**src/hw/rtl/tspg_pkg.sv**
```systemverilog
package tspg_pkg;

   localparam int NUM_MOTORS   = 3;
   localparam int PERIOD_WIDTH = 20;
   localparam int COUNT_WIDTH  = 31;
   localparam int CODE_WIDTH   = 4;

   // request item layout
   localparam int REQ_USER_W = 2;
   localparam int REQ_DATA_W = 72;
   // result item layout
   localparam int RSP_DATA_W = 24;

   // homing presets
   localparam logic [PERIOD_WIDTH-1:0] HOME_PERIOD   = PERIOD_WIDTH'(100);
   localparam logic [COUNT_WIDTH-1:0]  HOME_STEPS_M2 = COUNT_WIDTH'(51200);
   localparam logic [CODE_WIDTH-1:0]   CODE_8        = CODE_WIDTH'(3);
   localparam logic [CODE_WIDTH-1:0]   CODE_16       = CODE_WIDTH'(4);
   localparam logic [CODE_WIDTH-1:0]   CODE_256      = CODE_WIDTH'(8);
   localparam logic [CODE_WIDTH-1:0]   MAX_CODE      = CODE_WIDTH'(8);

   typedef enum logic [1:0] {
      OP_TICK = 2'd0,
      OP_LOAD = 2'd1,
      OP_HOME = 2'd2
   } opcode_type;

   typedef enum logic [1:0] {
      DIR_STOP = 2'd0,
      DIR_FWD  = 2'd1,
      DIR_REV  = 2'd2
   } dir_type;

endpackage

```
**src/hw/rtl/three_axis_step_pulse_generator_top.sv**
```systemverilog
// Three-axis step pulse generator.
// Request channel (req_): one item is a tick of one microsecond, a load of
// one motor (direction, microstep code, step count, step period) or a homing
// start that loads fixed presets into all three motors. The opcode travels
// on req_tuser; the other fields are packed in req_tdata.
// Result channel (rsp_): exactly one item per request, showing the step
// pulses issued by a tick and the motor state after the request: driver
// enables, reverse directions, microstep codes, busy and a refused-load flag.
// Latency: the result is valid in the cycle after the request is taken.
// Throughput: one request per clock; the motor state and the result register
// are updated in one pass of per-motor counter and compare logic.
// Stall: the result register holds its item while rsp_tready is low, and
// req_tready drops until that item leaves; it rises again in the cycle the
// result is taken, so a request can enter in the same cycle.
// Reset: all motors stopped, full step, counts, periods and timers zero; no
// result pending.
module three_axis_step_pulse_generator_top (
   input  logic                            clock,
   input  logic                            reset,
   input  logic                            req_tvalid,
   output logic                            req_tready,
   // [1:0] opcode
   input  logic [tspg_pkg::REQ_USER_W-1:0] req_tuser,
   // [1:0] motor, [3:2] direction, [7:4] microstep_code, [38:8] step_count,
   // [58:39] step_period, [62:59] limit_pressed, [67:63] stop_requests
   input  logic [tspg_pkg::REQ_DATA_W-1:0] req_tdata,
   output logic                            rsp_tvalid,
   input  logic                            rsp_tready,
   // [2:0] step_pulses, [5:3] driver_enables, [8:6] reverse_dirs,
   // [20:9] microstep_modes, [21] busy_res, [22] load_refused
   output logic [tspg_pkg::RSP_DATA_W-1:0] rsp_tdata
);
   import tspg_pkg::*;

   // unpacked request fields
   opcode_type              opcode;
   logic [1:0]              motor;
   logic [1:0]              direction;
   logic [CODE_WIDTH-1:0]   microstep_code;
   logic [COUNT_WIDTH-1:0]  step_count;
   logic [PERIOD_WIDTH-1:0] step_period;
   logic [3:0]              limit_pressed;
   logic [4:0]              stop_requests;
   logic [5:0]              limit_ext;

   // per-motor state
   logic [1:0]              dir_ff      [NUM_MOTORS];
   logic [1:0]              dir_in      [NUM_MOTORS];
   logic [CODE_WIDTH-1:0]   ustep_ff    [NUM_MOTORS];
   logic [CODE_WIDTH-1:0]   ustep_in    [NUM_MOTORS];
   logic [COUNT_WIDTH-1:0]  remain_ff   [NUM_MOTORS];
   logic [COUNT_WIDTH-1:0]  remain_in   [NUM_MOTORS];
   logic                    cont_ff     [NUM_MOTORS];
   logic                    cont_in     [NUM_MOTORS];
   logic [PERIOD_WIDTH-1:0] period_ff   [NUM_MOTORS];
   logic [PERIOD_WIDTH-1:0] period_in   [NUM_MOTORS];
   logic [PERIOD_WIDTH-1:0] elapsed_ff  [NUM_MOTORS];
   logic [PERIOD_WIDTH-1:0] elapsed_in  [NUM_MOTORS];
   logic                    run_ff      [NUM_MOTORS];
   logic                    run_in      [NUM_MOTORS];

   // result register
   logic                    rsp_valid_ff;
   logic                    rsp_valid_in;
   logic [RSP_DATA_W-1:0]   rsp_data_ff;
   logic [RSP_DATA_W-1:0]   rsp_data_in;

   logic                    req_accept;
   logic [NUM_MOTORS-1:0]   pulses;
   logic [NUM_MOTORS-1:0]   enables;
   logic [NUM_MOTORS-1:0]   revs;
   logic [NUM_MOTORS*CODE_WIDTH-1:0] modes;
   logic                    refused;

   assign opcode         = opcode_type'(req_tuser);
   assign motor          = req_tdata[1:0];
   assign direction      = req_tdata[3:2];
   assign microstep_code = req_tdata[7:4];
   assign step_count     = req_tdata[38:8];
   assign step_period    = req_tdata[58:39];
   assign limit_pressed  = req_tdata[62:59];
   assign stop_requests  = req_tdata[67:63];
   assign limit_ext      = {2'b00, limit_pressed};

   // take a new item whenever the result register is free or draining
   assign req_tready = !rsp_valid_ff || rsp_tready;
   assign req_accept = req_tvalid && req_tready;
   assign rsp_tvalid = rsp_valid_ff;
   assign rsp_tdata  = rsp_data_ff;

   // next motor state and result for the item at the port
   always_comb begin
      logic [PERIOD_WIDTH-1:0] el;
      logic                    blocked;
      el      = '0;
      blocked = 1'b0;
      pulses  = '0;
      refused = 1'b0;
      for (int m = 0; m < NUM_MOTORS; m++) begin
         dir_in[m]     = dir_ff[m];
         ustep_in[m]   = ustep_ff[m];
         remain_in[m]  = remain_ff[m];
         cont_in[m]    = cont_ff[m];
         period_in[m]  = period_ff[m];
         elapsed_in[m] = elapsed_ff[m];
         run_in[m]     = run_ff[m];
      end

      case (opcode)
         OP_TICK: begin
            // drop motors 0 and 1 whose stop request matches their direction, motor 2 on bit 4
            for (int m = 0; m < 2; m++) begin
               if ((dir_ff[m] == DIR_FWD && stop_requests[2*m]) ||
                   (dir_ff[m] == DIR_REV && stop_requests[2*m+1])) begin
                  remain_in[m] = '0;
                  run_in[m]    = 1'b0;
                  cont_in[m]   = 1'b0;
               end
            end
            if (stop_requests[4]) begin
               remain_in[2] = '0;
               run_in[2]    = 1'b0;
               cont_in[2]   = 1'b0;
            end
            // advance timers, step at the period
            for (int m = 0; m < NUM_MOTORS; m++) begin
               if (run_in[m]) begin
                  el = elapsed_ff[m] + PERIOD_WIDTH'(1);
                  if (el >= period_ff[m]) begin
                     elapsed_in[m] = '0;
                     if (remain_in[m] != '0) begin
                        pulses[m] = 1'b1;
                        if (!cont_in[m]) begin
                           remain_in[m] = remain_in[m] - COUNT_WIDTH'(1);
                        end
                     end
                     if (remain_in[m] == '0) begin
                        run_in[m]  = 1'b0;
                        cont_in[m] = 1'b0;
                     end
                  end else begin
                     elapsed_in[m] = el;
                  end
               end
            end
         end
         OP_LOAD: begin
            for (int m = 0; m < NUM_MOTORS; m++) begin
               if (motor == 2'(m)) begin
                  if (direction == DIR_FWD || direction == DIR_REV) begin
                     blocked = (m < 2) &&
                               ((direction == DIR_FWD && limit_ext[2*m]) ||
                                (direction == DIR_REV && limit_ext[2*m+1]));
                     if (blocked) begin
                        refused      = 1'b1;
                        remain_in[m] = '0;
                        run_in[m]    = 1'b0;
                        cont_in[m]   = 1'b0;
                     end else begin
                        dir_in[m] = direction;
                        if (microstep_code <= MAX_CODE) begin
                           ustep_in[m] = microstep_code;
                        end
                        period_in[m]  = step_period;
                        elapsed_in[m] = '0;
                        run_in[m]     = 1'b1;
                        if (step_count == '0) begin
                           cont_in[m]   = 1'b1;
                           remain_in[m] = '1;
                        end else begin
                           cont_in[m]   = 1'b0;
                           remain_in[m] = step_count;
                        end
                     end
                  end else begin
                     // stop direction: store settings and halt
                     dir_in[m] = DIR_STOP;
                     if (microstep_code <= MAX_CODE) begin
                        ustep_in[m] = microstep_code;
                     end
                     period_in[m]  = step_period;
                     elapsed_in[m] = '0;
                     remain_in[m]  = '0;
                     run_in[m]     = 1'b0;
                     cont_in[m]    = 1'b0;
                  end
               end
            end
         end
         OP_HOME: begin
            for (int m = 0; m < NUM_MOTORS; m++) begin
               dir_in[m]     = DIR_FWD;
               period_in[m]  = HOME_PERIOD;
               elapsed_in[m] = '0;
               run_in[m]     = 1'b1;
            end
            ustep_in[0]  = CODE_8;
            ustep_in[1]  = CODE_16;
            ustep_in[2]  = CODE_256;
            cont_in[0]   = 1'b1;
            cont_in[1]   = 1'b1;
            cont_in[2]   = 1'b0;
            remain_in[0] = '1;
            remain_in[1] = '1;
            remain_in[2] = HOME_STEPS_M2;
            // hold back motors whose forward switch is pressed
            for (int m = 0; m < 2; m++) begin
               if (limit_ext[2*m]) begin
                  remain_in[m] = '0;
                  run_in[m]    = 1'b0;
                  cont_in[m]   = 1'b0;
               end
            end
         end
         default: begin
         end
      endcase

      // assemble the result from the updated state
      for (int m = 0; m < NUM_MOTORS; m++) begin
         enables[m] = run_in[m];
         revs[m]    = (dir_in[m] == DIR_REV);
         modes[m*CODE_WIDTH +: CODE_WIDTH] = ustep_in[m];
      end
      rsp_data_in = {1'b0, refused, |enables, modes, revs, enables, pulses};
   end

   // result valid: set on accept, clear once taken
   always_comb begin
      rsp_valid_in = rsp_valid_ff;
      if (req_accept) begin
         rsp_valid_in = 1'b1;
      end else if (rsp_tready) begin
         rsp_valid_in = 1'b0;
      end
   end

   // motor state and result valid
   always_ff @(posedge clock) begin
      if (reset) begin
         rsp_valid_ff <= 1'b0;
         for (int m = 0; m < NUM_MOTORS; m++) begin
            dir_ff[m]     <= DIR_STOP;
            ustep_ff[m]   <= '0;
            remain_ff[m]  <= '0;
            cont_ff[m]    <= 1'b0;
            period_ff[m]  <= '0;
            elapsed_ff[m] <= '0;
            run_ff[m]     <= 1'b0;
         end
      end else begin
         rsp_valid_ff <= rsp_valid_in;
         if (req_accept) begin
            for (int m = 0; m < NUM_MOTORS; m++) begin
               dir_ff[m]     <= dir_in[m];
               ustep_ff[m]   <= ustep_in[m];
               remain_ff[m]  <= remain_in[m];
               cont_ff[m]    <= cont_in[m];
               period_ff[m]  <= period_in[m];
               elapsed_ff[m] <= elapsed_in[m];
               run_ff[m]     <= run_in[m];
            end
         end
      end
   end

   // result payload
   always_ff @(posedge clock) begin
      if (req_accept) begin
         rsp_data_ff <= rsp_data_in;
      end
   end

endmodule

```
**config.mk**
```make
export PLATFORM = sky130hd
export DESIGN_NAME = three_axis_step_pulse_generator_top
export DESIGN_NICKNAME = d
export VERILOG_FILES = /design/src/hw/rtl/tspg_pkg.sv /design/src/hw/rtl/three_axis_step_pulse_generator_top.sv
export SDC_FILE = /design/constraint.sdc
export NUM_CORES = 1
export LEC_CHECK = 0
export ABC_AREA = 0
export BUFFER_PORTS_ARGS = -buffer_cell sky130_fd_sc_hd__buf_4
export CAP_MARGIN = 30
export CORE_ASPECT_RATIO = 1.2
export CORE_MARGIN = 5
export CORE_UTILIZATION = 45
export CTS_CLUSTER_DIAMETER = 60
export DETAILED_ROUTE_END_ITERATION = 8
export SLEW_MARGIN = 20
export SYNTH_ARGS = -nofsm -noshare
export SYNTH_HDL_FRONTEND = slang
export SYNTH_SLANG_ARGS = --single-unit
```
**constraint.sdc**
```tcl
create_clock -name clock -period 7.2 [get_ports clock]
set_clock_uncertainty 0.2 [all_clocks]
set_input_delay 1.08 -clock clock [delete_from_list [all_inputs] [get_ports clock]]
set_output_delay 1.08 -clock clock [all_outputs]
set_load 0.005 [all_outputs]
```
Yosys cells after proc, flatten, opt, wreduce, memory -nomap -nowiden
Memory sizes are Yosys's and may differ from the RTL's.
Index checks and enable logic that the tools add are counted.
Operators by class
  magnitude comparators: 4
  eq/ne operators: 13
  add/subtract/negate cells: 6
  reduce and logical (&&, ||, !) cells: 30
  bitwise gates (word level): 21
  muxes and demuxes: 169
Operators by type and width (number)
  31-bit two-way mux: 41
  20-bit two-way mux: 26
  93-bit one-hot mux with 3 select lines: 1
  60-bit one-hot mux with 3 select lines: 1
  31-bit logical NOT: 4
  60-bit one-hot mux with 2 select lines: 1
  31-bit nonzero test: 3
  31-bit by 1-bit subtractor with 31-bit output, second input constant: 3
  1-bit two-way mux: 71
  20-bit by 1-bit adder with 20-bit output, second input constant: 3
  20-bit >= comparator: 3
  4-bit two-way mux: 13
  12-bit one-hot mux with 2 select lines: 1
  2-bit two-way mux: 11
  1-bit OR: 21
  3-bit one-hot mux with 3 select lines: 2
  2-bit == test, second input constant: 8
  6-bit one-hot mux with 2 select lines: 1
  2-bit by 1-bit == test with 1-bit output, second input constant: 5
  1-bit logical AND: 9
  3-bit AND reduction: 3
  1-bit logical OR: 6
  4-bit less-or-equal comparator, second input constant: 1
  2-bit logical NOT: 2
  3 further kinds: 3
Storage, ports and cells
  memory bits (writable): 237
  memories kept: 7
  logic and storage cells: 256
  bits in registers: 24
  bits of input ports: 78
Memories
  remain_ff: depth 3, width 31, read ports 3, clocked after memory_dff 0, write ports 3, RTL line three_axis_step_pulse_generator_top.sv:51  | logic [COUNT_WIDTH-1:0] remain_ff [NUM_MOTORS];
  elapsed_ff: depth 3, width 20, read ports 3, clocked after memory_dff 0, write ports 3, RTL line three_axis_step_pulse_generator_top.sv:57  | logic [PERIOD_WIDTH-1:0] elapsed_ff [NUM_MOTORS];
  period_ff: depth 3, width 20, read ports 3, clocked after memory_dff 0, write ports 3, RTL line three_axis_step_pulse_generator_top.sv:55  | logic [PERIOD_WIDTH-1:0] period_ff [NUM_MOTORS];
  ustep_ff: depth 3, width 4, read ports 3, clocked after memory_dff 0, write ports 3, RTL line three_axis_step_pulse_generator_top.sv:49  | logic [CODE_WIDTH-1:0] ustep_ff [NUM_MOTORS];
  dir_ff: depth 3, width 2, read ports 3, clocked after memory_dff 0, write ports 3, RTL line three_axis_step_pulse_generator_top.sv:47  | logic [1:0] dir_ff [NUM_MOTORS];
  cont_ff: depth 3, width 1, read ports 3, clocked after memory_dff 0, write ports 3, RTL line three_axis_step_pulse_generator_top.sv:53  | logic cont_ff [NUM_MOTORS];
  +1 memories

Longest topological paths before layout
Gate-level depths: netlist (run 1).
An unclocked memory read counts as a cell.
  depth after elaboration: 18
  mapped depth: 19
  gate-level depth less buffers: 17

Worst setup path before layout (run 1)
No wires, ideal clock.
  path kind: input to register
  start: in rsp_tready
  end: mem elapsed_ff[2][0] (netlist: elapsed_ff[0][40]) (enable)
  slack: 1.580 ns
  required time: 6.622 ns
  arrival time: 5.041 ns
  setup time: 0.378 ns
  cell stages on the path: 10
  buffers on the path: 1
  path through: nand2b_1 nand2_1 inv_1 nand2b_1 clkbuf_1 nor2_1 nand2_1 o21ai_0 a31oi_1 and2_1
RTL lines
  start, declared: RTL line three_axis_step_pulse_generator_top.sv:28  | input logic rsp_tready,
  end, declared: RTL line three_axis_step_pulse_generator_top.sv:57

Worst setup path in the final report (run 1)
  start: in req_tdata[63] (netlist name)
  end: reg rsp_data_ff[21] (netlist: rsp_tdata[21]), data pin
Between the ends
  cells in the longest elaborated chain, start to end: 16
Ends and longest elaborated chain
  start, declared: RTL line three_axis_step_pulse_generator_top.sv:26  | input logic [tspg_pkg::REQ_DATA_W-1:0] req_tdata,
  1-bit logical AND *: RTL line three_axis_step_pulse_generator_top.sv:113  | if ((dir_ff[m] == DIR_FWD && stop_requests[2*m]) ||
  1-bit logical OR *: RTL line three_axis_step_pulse_generator_top.sv:113
  31-bit two-way mux: RTL line three_axis_step_pulse_generator_top.sv:113
  31-bit two-way mux: RTL line three_axis_step_pulse_generator_top.sv:109  | case (opcode)
  31-bit by 1-bit subtractor with 31-bit output: RTL line three_axis_step_pulse_generator_top.sv:134  | remain_in[m] = remain_in[m] - COUNT_WIDTH'(1);
  31-bit two-way mux: RTL line three_axis_step_pulse_generator_top.sv:133  | if (!cont_in[m]) begin
  31-bit two-way mux: RTL line three_axis_step_pulse_generator_top.sv:131  | if (remain_in[m] != '0) begin
  31-bit two-way mux: RTL line three_axis_step_pulse_generator_top.sv:129  | if (el >= period_ff[m]) begin
  31-bit two-way mux: RTL line three_axis_step_pulse_generator_top.sv:127  | if (run_in[m]) begin
  31-bit two-way mux: RTL line three_axis_step_pulse_generator_top.sv:109
  31-bit logical NOT: RTL line three_axis_step_pulse_generator_top.sv:137  | if (remain_in[m] == '0) begin
  1-bit two-way mux: RTL line three_axis_step_pulse_generator_top.sv:137
  1-bit two-way mux: RTL line three_axis_step_pulse_generator_top.sv:129
  1-bit two-way mux *: RTL line three_axis_step_pulse_generator_top.sv:127
  3-bit one-hot mux with 3 select lines *: RTL line three_axis_step_pulse_generator_top.sv:109
  3-bit OR reduction *: RTL line three_axis_step_pulse_generator_top.sv:225  | rsp_data_in = {1'b0, refused, |enables, modes, revs, enables, pulses};
  via rsp_data_in[21]: RTL line three_axis_step_pulse_generator_top.sv:66  | logic [RSP_DATA_W-1:0] rsp_data_in;
  end signal, assigned: RTL line three_axis_step_pulse_generator_top.sv:270  | rsp_data_ff <= rsp_data_in;
  end, declared: RTL line three_axis_step_pulse_generator_top.sv:65  | logic [RSP_DATA_W-1:0] rsp_data_ff;
Mark *: on every way through the listed nets, which the timed path passes. The rest lies on a longest branch. The select of a mux whose other input is x is not followed.
A chain may end at the register's enable or synchronous reset.

==> results of run 1 <==
final timing paths:
check                        to
setup / recovery  rsp_tdata[21]
setup reg to reg  rsp_tdata[21]
hold reg to reg      rsp_tvalid
hold / removal       rsp_tvalid
flip-flops by register name, summed over array words and instances (netlist names):
signal and count:
cont_ff 3, dir_ff 6, elapsed_ff 60, period_ff 60, remain_ff 93, rsp_tdata 23
rsp_tvalid 1, run_ff 3, ustep_ff 12
power by group through the flow:
stage	Sequential, mW	Combinational (mW)	Clock, mW
global placement	2.01	1.00	0
global route	2.00	1.14	1.76
floorplan	1.95	0.699	0
CTS	1.98	1.03	1.69
detailed placement	2.01	1.02	0
finish	1.99	1.04	1.66
tightest hold or removal path, cell delays in order (launching register included):
cell      delay (ps)
dfxtp_1          310
nand2b_1         110
a21oi_1           80
cells in the final DEF (no fill, tap or decap), types with 38 or more instances in the layout:
cell type  instances
buf_4            128
a21oi_1          137
ha_1              76
xor2_1            39
nand2_1          150
o21ai_0          108
nor3_1            61
nand4_1           39
nor4_1            49
nor2_1           182
inv_1             95
a21o_1            38
and2_1            42
nor2b_1           69
nand3_1           76
xnor2_1           67
edfxtp_1         260
kinds of logic after synthesis:
| group | count (synthesis) | synth area share (%) |
|---|---|---|
| simple gates | 824 | 23.0 |
| compound gates | 561 | 19.7 |
| flops | 261 | 41.8 |
| buf+inv | 215 | 4.42 |
| xor+xnor | 106 | 4.95 |
| fa+ha+maj | 77 | 5.14 |
| mux | 18 | 0.988 |
| other cells | 1 | 0.0200 |
cell type report:
class	count	share of cell area, %
inverter	97	1.72
sequential	261	37.0
clock inverter	24	0.888
timing repair buffer	132	4.80
clock buffer	39	4.22
tap	546	3.23
multi-input combinational	1587	48.1
stage by stage:
stage / hold slack, ps / setup WS [ps] / std cells / util, %
floorplan: 330 / 1580 / 2063 / -
global placement: 313 / 1250 / 2618 / 48.2
detailed placement: 331 / 1260 / 2620 / 48.3
CTS: 341 / 1830 / 2683 / 50.9
global route: 380 / 1550 / 2686 / 51.0
finish: 342 / 1770 / 2686 / 51.0
per-layer routing:
| layer | vias up | global-route usage (%) |
|---|---|---|
| met4 | 0 | 12.9 |
| met2 | 822 | 49.5 |
| met5 | - | 0 |
| met1 | 8389 | 34.4 |
| li1 | 7887 | - |
| met3 | 193 | 4.37 |
==> results.sh, run 1 <==
export IMPL_end_kind="register"
export IMPL_status="completed"
export IMPL_clkPwrFrac_pct=35.4
export IMPL_die_area_um2=45800
export IMPL_cts_buffer_depth=3
export IMPL_cp_max_fo=16
export IMPL_yosys_top_cells_area="edfxtp_1 42%, ha_1 5.1%, nor2_1 3.7%"
export IMPL_grt_max_degree=57
export IMPL_wl_met3_um=4830
export IMPL_syn2layout_area_growth_pct=12.8
export IMPL_period_share_pct=75.4
export IMPL_relSlewSlack_pct=33.8
export IMPL_internal_power_mw=3.15
export IMPL_dr_total_vias=17291
export IMPL_worst_slew_pin_slew_ps=991
export IMPL_synthDistinctLibCells=85
export IMPL_routed_top_layer="met4"
export IMPL_p_sw_mw=1.55
export IMPL_rr_startpoint="dir_ff[0][1]"
export IMPL_holdPathStages=2
export IMPL_nets=2269
export IMPL_leakagePower_nw=7.90
export IMPL_postCtsSetupBuffers=0
export IMPL_fp_coreArea_um2=41400
export IMPL_power_frac_comb_pct=22.2
export IMPL_synth_seq_cells=261
export IMPL_irDropWorstVdd_uv=159
export IMPL_avgSynthCellArea_um2=9.08
export IMPL_worstHoldStart="rsp_tvalid"
export IMPL_cp_num_cells=16
export IMPL_tritoncts="yes"
export IMPL_routedLengthMet1_um=25300
export IMPL_row_count=82
export IMPL_drtAntennaViolNets=0
export IMPL_cts_max_level=2
export IMPL_seqPwrFrac_pct=42.4
export IMPL_fillCellCount=3956
export IMPL_synth_top_area_share_pct=41.7
export IMPL_synth_nets=2218
export IMPL_synth_warnings=0
export IMPL_period_minus_slack_ps=5430
export IMPL_slew_violations=0
export IMPL_startpoint="req_tdata[63]"
export IMPL_io_buffers=98
export IMPL_io_pins=104
export IMPL_path_clk_slew_ps=60
export IMPL_r2r_slack_ps=1780
export IMPL_hp_class="register to register"
export IMPL_rsz0062_at_grt="no"
export IMPL_first_global_vias=17041
export IMPL_swShare_pct=33.0
export IMPL_numClockSinks=261
export IMPL_finalHoldViolations=0
export IMPL_cap_viol_max_count=0
export IMPL_wl_per_cell_um=24.8
export IMPL_grt_pass1_wl_um=101000
export IMPL_cts_buffers_inserted=35
export IMPL_drive_gt1_share_pct=10.7
export IMPL_path_buf_inv=2
export IMPL_placed_cell_area_um2=20000
export IMPL_final_area_um2=21100
export IMPL_fin_tns_setup_ps=0
export IMPL_synth_top_area_cell="edfxtp_1"
export IMPL_worstPathRequired_ps=7280
export IMPL_drt_first_iter_violations=1511
export IMPL_syn_cell_area_um2=18700
export IMPL_finalPower_mw=4.69
export IMPL_synthTopCellsByCount="260 x edfxtp_1, 187 x nor2_1, 150 x nand2_1"
export IMPL_post_synth_top_count_cell="edfxtp_1"
export IMPL_drt_wl_total_um=66700
export IMPL_viasPerCell=6.44
export IMPL_setup_viol=0
export IMPL_multiInputGateArea_um2=10200
export IMPL_grt_usage_pct=28.3
export IMPL_clk_latency_ps=550
export IMPL_synth_flop_cell="edfxtp_1"
export IMPL_synthCells=2063
export IMPL_start_util_pct=45.2
export IMPL_rr_worst_depth=14
export IMPL_cp_top_family="simple AND/OR/NAND/NOR gates"
export IMPL_die_y_um=234
export IMPL_max_freq_ghz=0.184
export IMPL_gp_congestion=0.957
export IMPL_cts_root_buffer="clkbuf_16"
export IMPL_crit_arrival_ps=5510
export IMPL_grt_overflow_total=0
export IMPL_path_cells="buf_4 -> and3b_1 -> nor2_4 -> nand2_1 -> ha_1 -> and4b_1 -> a31oi_1 -> o21ai_0 -> buf_4 -> nand2b_1 -> mux2_2 -> or4b_2 -> and4bb_1 -> nand4_1 -> o21ai_1 -> nand3b_1"
export IMPL_dp_hpwl_um=48900
export IMPL_cts_repair_resized=0
export IMPL_firstDrtPassIters=5
export IMPL_seqCellArea_um2=7830
export IMPL_cpPeakStageDelay_ps=600
export IMPL_power_density_nw_per_um2=222
export IMPL_cp_start_kind="input port"
export IMPL_yosysSeqAreaShare_pct=41.8
export IMPL_antenna_found_initial=0
export IMPL_async_flop_share_pct=0
export IMPL_route_met2_wl_um=33200
export IMPL_synth_edf_count=260
export IMPL_critPathSlowestCell="or4b_2"
export IMPL_critPathKind="input port to register"
export IMPL_cts_hold_buf=0
export IMPL_drt_drc_violations_left=0
export IMPL_crit_path_frequent_cell="buf_4"
export IMPL_n_antenna_cell=0
export IMPL_die_x_um=196
Power figures use the tool's default switching activity.
==> run 2, diff against run 1 <==
- clock period: 7.2 -> 5.7 ns (I/O delays scaled with it)
==> results.sh, run 2 (synthesis gave the netlist of run 1 again) <==
export IMPL_status="completed"
export IMPL_dp_cells=2643
export IMPL_top_regs="remain_ff: 93 flops, elapsed_ff: 60 flops, period_ff: 60 flops"
export IMPL_first_global_vias=16776
export IMPL_rsz0062_at_grt="no"
export IMPL_period_minus_slack_ps=5140
export IMPL_regMostFlops="remain_ff"
export IMPL_irDropWorstVdd_uv=224
export IMPL_dp_hpwl_um=50800
export IMPL_drive_gt1_share_pct=11.6
export IMPL_r2r_slack_ps=560
export IMPL_fp_coreArea_um2=41400
export IMPL_start_util_pct=45.2
export IMPL_cp_max_fo=8
export IMPL_gp_congestion=0.924
export IMPL_rr_startpoint="dir_ff[0][1]"
export IMPL_antenna_found_initial=1
export IMPL_placed_cell_area_um2=20200
export IMPL_finalPower_mw=5.83
export IMPL_die_x_um=196
export IMPL_leakagePower_nw=7.98
export IMPL_wl_per_cell_um=25.2
export IMPL_dr_total_vias=17265
export IMPL_grt_pass1_wl_um=102000
export IMPL_cp_top_family="simple AND/OR/NAND/NOR gates"
export IMPL_largest_reg_flops=93
export IMPL_cts_buffer_depth=3
export IMPL_final_common_cell="edfxtp_1"
export IMPL_fillCellCount=3914
export IMPL_cts_repair_resized=0
export IMPL_cts_hold_buf=0
export IMPL_worst_slew_pin_slew_ps=1010
export IMPL_syn2layout_area_growth_pct=13.4
export IMPL_cts_max_level=1
export IMPL_row_count=82
export IMPL_r2r_end="rsp_tdata[21]"
export IMPL_path_clk_slew_ps=70
export IMPL_power_density_nw_per_um2=274
export IMPL_io_buffers=98
export IMPL_grt_max_degree=72
export IMPL_final_area_um2=21200
export IMPL_place_ws_ps=275
export IMPL_slew_violations=0
export IMPL_postCtsSetupBuffers=0
export IMPL_cts_buffers_inserted=31
export IMPL_finalHoldViolations=0
export IMPL_die_y_um=234
export IMPL_utilization_pct=51.2
export IMPL_holdWs_ps=329
export IMPL_cpPeakStageDelay_ps=610
export IMPL_drtAntennaViolNets=0
export IMPL_worstPathRequired_ps=5800
export IMPL_setup_viol=0
export IMPL_crit_arrival_ps=5240
export IMPL_critPathKind="register to register"
export IMPL_final_cell_mix="260 x edfxtp_1, 182 x nor2_1, 149 x nand2_1, 149 x buf_4, 137 x a21oi_1"
export IMPL_period_share_pct=90.1
export IMPL_cp_num_cells=14
export IMPL_grt_usage_pct=28.6
export IMPL_fin_tns_setup_ps=0
export IMPL_clk_latency_ps=590
export IMPL_firstDrtPassIters=6
export IMPL_drt_drc_violations_left=0
export IMPL_fin_ws_ps=563
export IMPL_io_pins=104
export IMPL_hp_class="input port to register"
export IMPL_cap_viol_max_count=0
export IMPL_tritoncts="yes"
export IMPL_drt_wl_total_um=68200
export IMPL_cts_root_buffer="clkbuf_16"
export IMPL_max_freq_ghz=0.195
export IMPL_nets=2289
export IMPL_startpoint="dir_ff[0][1]"
export IMPL_die_area_um2=45800
export IMPL_grt_overflow_total=0
export IMPL_final_cells=2705
export IMPL_relSlewSlack_pct=32.8
export IMPL_critPathSlowestCell="or4b_2"
export IMPL_viasPerCell=6.38
export IMPL_end_kind="register"
export IMPL_crit_end="rsp_tdata[21]"
export IMPL_rr_worst_depth=14
export IMPL_drt_first_iter_violations=1702
export IMPL_cp_start_kind="register"
export IMPL_path_cells="and3b_1 -> nor2_4 -> nand2_1 -> ha_1 -> nor4b_1 -> nand4b_1 -> a211o_1 -> nand2b_1 -> mux2_2 -> or4b_2 -> and4bb_1 -> nand4_1 -> o21ai_1 -> nand3b_1"
export IMPL_path_buf_inv=0
export IMPL_numClockSinks=261
-- run 2: changes by cell type in the layout (fill, tap and decap cells not counted), moves of 2 or more --
| cell | before | now |
|---|---|---|
| clkinv_8 | 2 | 0 |
| clkbuf_1 | 4 | 2 |
| buf_4 | 128 | 149 |
| inv_8 | 1 | 3 |
| clkbuf_16 | 35 | 31 |
-- run 2: layout make-up --
cell class / instances / area, µm² / share of cell area (%)
diodes: 1 / 2.50 / 0.0118
clock buffers: 33 / 783 / 3.69
multi-input cells: 1587 / 10200 / 47.9
flip-flops and latches: 261 / 7830 / 36.9
inverters: 97 / 364 / 1.71
well taps: 546 / 683 / 3.22
repair buffers: 156 / 1210 / 5.69
clock inverters: 24 / 196 / 0.925
-- run 2: per-layer routing --
layer | global-route usage (%) | part of all wire (%)
met1 | 35.1 | 39
met4 | 14.0 | 5.6
met3 | 3.77 | 7.1
met5 | 0 | 0
met2 | 49.5 | 49
-- run 2: how the worst min path moves through the flow --
| stage | start | endpoint | cells after the start | slack, ps |
|---|---|---|---|---|
| 2_1_floorplan | rsp_tvalid | rsp_tvalid | 2 | 330 |
| 5_1_grt | reset | rsp_tvalid | 2 | 320 |
| 6_report | reset | rsp_tvalid | 2 | 330 |
| 3_5_place_dp | rsp_tvalid | rsp_tvalid | 2 | 350 |
| 3_3_place_gp | rsp_tvalid | rsp_tvalid | 2 | 320 |
| 4_1_cts | reset | rsp_tvalid | 2 | 300 |
-- run 2: worst register-to-register path, cell delays in order, from the launching register on --
cell and delay [ps]:
edfxtp_1 540, and3b_1 370, nor2_4 90, nand2_1 130, ha_1 340, nor4b_1 280, nand4b_1 270, a211o_1 370
nand2b_1 200, mux2_2 350, or4b_2 610, and4bb_1 290, nand4_1 240, o21ai_1 490, nand3b_1 120
-- run 2: report_power, final --
group / switching, mW / internal (mW) / total, mW
sequential: 0.197 / 2.31 / 2.51
clock: 0.862 / 1.09 / 1.96
combinational: 0.870 / 0.493 / 1.36
==> run 3, diff against run 2 <==
- CORE_UTILIZATION: 45 -> 55
- PLACE_DENSITY: not set -> 0.73
==> results.sh, run 3 (synthesis gave the netlist of run 1 again) <==
export IMPL_path_cells="or4_1 -> or4_1 -> a211o_1 -> nand2b_1 -> mux2_2 -> or4b_2 -> and4bb_1 -> nand4_1 -> o21ai_1 -> nand3b_1"
export IMPL_start_util_pct=55.3
export IMPL_clk_latency_ps=580
export IMPL_final_cell_mix="260 x edfxtp_1, 181 x nor2_1, 150 x nand2_1, 143 x buf_4, 137 x a21oi_1"
export IMPL_leakagePower_nw=7.94
export IMPL_top_regs="remain_ff: 93 flops, elapsed_ff: 60 flops, period_ff: 60 flops"
export IMPL_power_density_nw_per_um2=276
export IMPL_grt_overflow_total=0
export IMPL_slew_violations=0
export IMPL_max_freq_ghz=0.195
export IMPL_numClockSinks=261
export IMPL_holdWs_ps=330
export IMPL_first_global_vias=16964
export IMPL_largest_reg_flops=93
export IMPL_crit_path_frequent_cell="or4_1"
export IMPL_drtAntennaViolNets=0
export IMPL_wl_per_cell_um=24.7
export IMPL_fp_coreArea_um2=33900
export IMPL_regMostFlops="remain_ff"
export IMPL_cp_top_family="simple AND/OR/NAND/NOR gates"
export IMPL_io_buffers=98
export IMPL_gp_congestion=0.962
export IMPL_period_minus_slack_ps=5120
export IMPL_syn2layout_area_growth_pct=12.3
export IMPL_cts_hold_buf=0
export IMPL_worst_slew_pin_slew_ps=1020
export IMPL_critPathSlowestCell="or4_1"
export IMPL_cts_buffer_depth=3
export IMPL_grt_usage_pct=33.1
export IMPL_status="completed"
export IMPL_finalHoldViolations=0
export IMPL_dp_hpwl_um=48000
export IMPL_critPathKind="register to register"
export IMPL_rsz0062_at_grt="no"
export IMPL_path_buf_inv=0
export IMPL_finalPower_mw=5.82
export IMPL_grt_pass1_wl_um=98100
export IMPL_hp_class="input port to register"
export IMPL_setup_viol=0
export IMPL_firstDrtPassIters=6
export IMPL_relSlewSlack_pct=31.6
export IMPL_path_clk_slew_ps=60
export IMPL_io_pins=104
export IMPL_drive_gt1_share_pct=11.2
export IMPL_fin_tns_setup_ps=0
export IMPL_cts_repair_resized=0
export IMPL_startpoint="remain_ff[0][9]"
export IMPL_die_x_um=178
export IMPL_drt_wl_total_um=64400
export IMPL_cts_max_level=1
export IMPL_worstPathRequired_ps=5790
export IMPL_period_share_pct=89.9
export IMPL_die_area_um2=37900
export IMPL_rr_startpoint="remain_ff[0][9]"
export IMPL_worstHoldStart="reset"
export IMPL_postCtsSetupBuffers=0
export IMPL_cts_root_buffer="clkbuf_16"
export IMPL_nets=2280
export IMPL_viasPerCell=6.73
export IMPL_cp_max_fo=8
export IMPL_end_kind="register"
export IMPL_drt_drc_violations_left=0
export IMPL_cpPeakStageDelay_ps=750
export IMPL_antenna_found_initial=0
export IMPL_dr_total_vias=17520
export IMPL_tritoncts="yes"
export IMPL_cp_start_kind="register"
export IMPL_die_y_um=212
export IMPL_crit_arrival_ps=5220
export IMPL_final_common_cell="edfxtp_1"
export IMPL_row_count=74
export IMPL_cap_viol_max_count=0
export IMPL_cts_buffers_inserted=30
export IMPL_irDropWorstVdd_uv=213
export IMPL_grt_max_degree=40
export IMPL_drt_first_iter_violations=2001
export IMPL_n_antenna_cell=0
run 3: worst reg2reg max path, delay by kind of cell (launching register included):
kind	cells	cell delay, ps
and+or+nand+nor	7	2970
DFF	1	480
muxes	1	370
AOI/OAI and AO/OA	2	830
run 3: cell type report:
| class | count | area, µm² |
|---|---|---|
| clock buffer | 34 | 787 |
| clock inverter | 21 | 201 |
| fill | 2932 | 12800 |
| inverter | 97 | 364 |
| multi-input combinational | 1587 | 10200 |
| sequential | 261 | 7830 |
| tap | 456 | 571 |
| timing repair buffer | 148 | 1130 |
run 3: final timing paths:
check	endpoint	slack, ps	cells past startpoint
setup / recovery	rsp_tdata[21]	580	10
hold / removal	rsp_tvalid	330	2
setup reg to reg	rsp_tdata[21]	580	10
hold reg to reg	rsp_tvalid	340	2
run 3: power breakdown:
part / total [mW] / switching, mW / internal, mW
Clock: 1.97 / 0.837 / 1.13
Combinational: 1.34 / 0.860 / 0.483
Sequential: 2.50 / 0.189 / 2.31
run 3: per-stage QoR:
stage / util, % / setup WS [ps] / area (µm²) / cells
6_report: 62.1 / 576 / 21000 / 2604
5_1_grt: 62.1 / 507 / 21000 / 2604
4_1_cts: 62.1 / 678 / 21000 / 2603
3_5_place_dp: 59.2 / 482 / 20000 / 2548
3_3_place_gp: 59.1 / 506 / 20000 / 2545
2_1_floorplan: - / 305 / 18700 / 2063
run 3: layer usage:
metal  GRT usage (%)  up-vias  part of all wire (%)
met3            4.87      196                   7.8
li1                -     7905                     -
met5               0        -                     0
met4            14.8        0                   5.3
met2            57.0      946                    49
met1            41.3     8473                    38
